<file path="config.mk">
export PLATFORM = sky130hd
export DESIGN_NAME = ida_ram
export DESIGN_NICKNAME = d
export VERILOG_FILES = /design/src/hdl/ida_ram.sv
export SDC_FILE = /design/constraint.sdc
export NUM_CORES = 2
export LEC_CHECK = 0
export BUFFER_PORTS_ARGS = -buffer_cell sky130_fd_sc_hd__clkbuf_2
export CORE_MARGIN = 4
export CORE_UTILIZATION = 30
export CTS_BUF_LIST = sky130_fd_sc_hd__clkbuf_16
export CTS_CLUSTER_SIZE = 12
export DETAILED_ROUTE_END_ITERATION = 8
export GPL_ROUTABILITY_DRIVEN = 0
export MAX_ROUTING_LAYER = met4
export PLACE_DENSITY = 0.51
export SLEW_MARGIN = 25
export SYNTH_ARGS = -nofsm -noshare
export SYNTH_HDL_FRONTEND = slang
export SYNTH_SLANG_ARGS = --single-unit
export TNS_END_PERCENT = 10
</file>
<file path="constraint.sdc">
create_clock -name clk_i -period 2.4 [get_ports clk_i]
set_input_delay 0.48 -clock clk_i [delete_from_list [all_inputs] [get_ports clk_i]]
set_output_delay 0.48 -clock clk_i [all_outputs]
set_load 0.03 [all_outputs]
</file>
<file path="src/hdl/ida_ram.sv">
// ----------------------------------------------------------------------------
// ida_ram
// Generic single-clock RAM, one write port and one read port, registered read
// data that holds its value while no read is issued.
// ----------------------------------------------------------------------------
module ida_ram #(
  parameter int unsigned Width = 8,
  parameter int unsigned Depth = 256
) (
  input  logic                     clk_i,
  input  logic                     wr_en_i,
  input  logic [$clog2(Depth)-1:0] wr_addr_i,
  input  logic [Width-1:0]         wr_data_i,
  input  logic                     rd_en_i,
  input  logic [$clog2(Depth)-1:0] rd_addr_i,
  output logic [Width-1:0]         rd_data_o
);

  logic [Width-1:0] mem_q [Depth];
  logic [Width-1:0] rd_data_q;

  always_ff @(posedge clk_i) begin
    if (wr_en_i) begin
      mem_q[wr_addr_i] <= wr_data_i;
    end
    if (rd_en_i) begin
      rd_data_q <= mem_q[rd_addr_i];
    end
  end

  assign rd_data_o = rd_data_q;

endmodule

</file>
==> impl_results.md <==
- Final Hold Violating Endpoints: 0
- Critical path depth: 6
- Top cells by area, synth: edfxtp_1 (78%), mux4_2 (13%), mux2i_1 (1.7%)
- Utilization after layout: 0.3663
- CP startpoint: mem_q[13][1]
- Post-synth ARST share: 0
- Final instance area: 96420 µm²
- Worst Hold Class: in -> reg
- CTS max path bufs: 3
- Layout cell share with drive strength beyond 1: 0.3313
- Post-DP Area: about 90000 µm²
- Final setup violation count: 1
- Pins Over Slew Limit: 0
- Final min period: 2401 ps
- Fmax: 0.4165 GHz
- Reg2Reg Depth: 6
- Fin crit share: 1.000
- Overall routing resource usage: 0.1603
- Leakage: a little over 30 nW
- Yosys cell types: 54
- Delay-heaviest family, CP: compound AO/OA/AOI/OAI gates
- WS Path Type: reg -> reg
- Synth Flop Type: edfxtp_1
- Global-route wire length before repair: between 300 and 400 mm
- Worst path max stage delay: roughly 460 ps
- Max-cap viol count: 0
- PwrDens: 773.9 nW/µm²
- Most common cell after layout, fill and taps aside: edfxtp_1
- Hold path cells: 1
- Sequential fraction of the synthesis area: 0.7753
- Reg power frac: 0.532
- Layout area overhead: 21.08%
- Worst R2R End: rd_data_o[1]
- DRC viols: 0
- Worst Path Required: 2980 ps
- Critical path peak fanout: 1
- Nets@finish: 4515
- H-tree lvl count: 4
- #FFs+latches synth: 2056
- Core region area: around 260000 µm²
- Mapped Area: 79640 µm²
- Die H: 523.2 µm
- Commonest cells after routing, fill and taps aside: edfxtp_1 (2056), buf_4 (634), mux4_2 (455), nor2_1 (279), clkbuf_16 (214)
- DRT iter0 DRCs: 4129
- Worst IR Drop VDD: just over 0.8 mV
- Number of global-route vias before repair: slightly above 40000
- Register-to-register setup slack: -1 ps
- Hold_ws: 68.19 ps
- Slowest cell on crit path: mux4_2
- Rows: approximately 190
- Die width: 523.2 µm
- Yosys top cell by area: edfxtp_1
- Root Driver: clkbuf_16
- P_sw: between 0.015 and 0.02 W
- Clk_skew: around 44 ps
- EDFF count, synth: 2056
- Slew Limit Headroom: 0.4015
- Outcome: complete, but fails checks
- Clock-pin slew on the worst setup and hold paths: 60 ps
- Worst-path cell chain: mux4_2 -> a22oi_1 -> a21oi_1 -> nor4_4 -> buf_4 -> nor4_2
- Failing checks: negative setup slack
- Top-area cell type share of the netlist area: 0.7753
- Logic pwr share: 0.058
- Post-DP HPWL: 142.0 mm
- Io pins: 35
- Clk_lat worst skew: 860 ps
- R2r startpoint: mem_q[13][1]
- RSZ-0062 raised after global routing: true
- Clock Sinks: 2056
- Full die area: approximately 270000 µm²
- Design Power: about 0.075 W
- Avg Cell Area, Syn: between 20 and 25 µm²
- Routed len/inst: between 20 and 30 µm
- Worst setup path endpoint: rd_data_o[1]
- Post-route ant nets: 0
- TritonCTS clock tree: yes
- Net Count, Synth: between 3000 and 4000
- Vias per inst: 4.946
- Clock buffer count from CTS: 213
- Via count: 40360
- Syn Inst Count: 3733
- GRT Residual Overflow: 0
- Startpoint type of the worst setup path: flop
- Final TNS setup: -0.9877 ps
- Worst path bufs/invs: 1
- Pint: 0.05832 W
- Worst Tran Pin Value: 897.8 ps
- Clock share of power: 0.410
- Port Buf Inserts: 34
- Final WL: 214.9 mm
- CP endpoint kind: flop
- Starting density of the core: 0.3025
- PnR worst setup slack: -0.9877 ps
- Worst Path Arrival: ~3000 ps
- Sw frac: 0.2184
- Initial antenna violation count: 12
- Largest net degree at the start of global routing: 108
- TritonRoute pass-1 iters: 5
- Ys Warns: 0
[registers in the layout (all words and copies together) (netlist names)]
| register | cells |
|---|---|
| mem_q | 2048 |
| rd_data_o | 8 |
[layer usage]
metal  track usage  routed length (µm)  vias up
li1              -                   -    17220
met1        0.2161               93610    21650
met2        0.2538              104000     1213
met3       0.02466               11480      280
met4       0.04407                5736        0
met5             -                   0        -
[layout make-up]
cell class | count | area (µm²)
Timing Repair Buffer | 773 | 7111
Inverter | 2 | 7.507
Fill cell | 24050 | 166800
Tap cell | 3515 | 4398
Antenna cell | 5 | 12.51
Clock buffer | 214 | 5355
Multi-Input combinational cell | 1442 | 16720
Sequential cell | 2056 | 61740
Clock inverter | 153 | 1079
[cell usage after synthesis, types with 3 or more instances]
master    instances
nand2_1          33
buf_2            31
buf_12            8
or2_2             4
nor4_2            3
o211ai_1         10
nand4_1          10
o21ai_0          10
buf_6            21
clkbuf_1        111
nor4_1           24
nor2_1          282
o221ai_1         46
buf_8            13
nor2b_1          31
nor3_1           22
nand2b_1          8
nand3_1          34
o32ai_1           4
buf_4            27
o22ai_1          28
mux4_2          454
and2_1            6
o22a_1            5
a221oi_1         13
mux2i_1         134
a211oi_1         16
a22o_1            8
edfxtp_1       2056
a22oi_1         133
buf_1            22
a21oi_1          96
[power by group through the flow]
stage,clock [W],combinational [W],sequential (W)
2_1_floorplan,0,0.00198,0.0404
3_5_place_dp,0,0.00436,0.0404
3_3_place_gp,0,0.00433,0.0404
4_1_cts,0.0314,0.00440,0.0397
6_report,0.0306,0.00435,0.0397
5_1_grt,0.0329,0.00461,0.0396
[stage by stage]
stage                     cells  setup WS (ps)
final                      8160        -0.9877
after global routing       8158         -32.90
after CTS                  8155         -24.93
after detailed placement   7783          -1240
after global placement     7783          -1227
after floorplan            3733         -37.40
[kinds of logic after synthesis]
family | synth area share
flip-flops | 0.7753
AND/OR/NAND/NOR | 0.02625
buffers and inverters | 0.01829
AO/OA/AOI/OAI | 0.03416
multiplexers | 0.1460
[what timing repair did]
item | in CTS | in global routing
setup buffers | 0 | 0
hold buffers | 5 | 0
endpoints found under the hold margin | 67 | 0
gates cloned | 0 | 0
pin swaps | 6 | 5
setup endpoints to repair | 7 | 7
resized for setup | 15 | 18
[how the worst min path moves through the flow]
stage                 startpoint       endpoint  slack [ps]
global placement    wr_data_i[0]   mem_q[80][0]         880
floorplan           wr_data_i[0]    mem_q[0][0]         580
finish              wr_data_i[6]  mem_q[152][6]          70
global route        wr_data_i[6]  mem_q[154][6]          40
CTS                 wr_data_i[6]  mem_q[141][6]           9
detailed placement  wr_data_i[0]   mem_q[80][0]         880
Note: power is estimated with default switching activity, not from simulation.
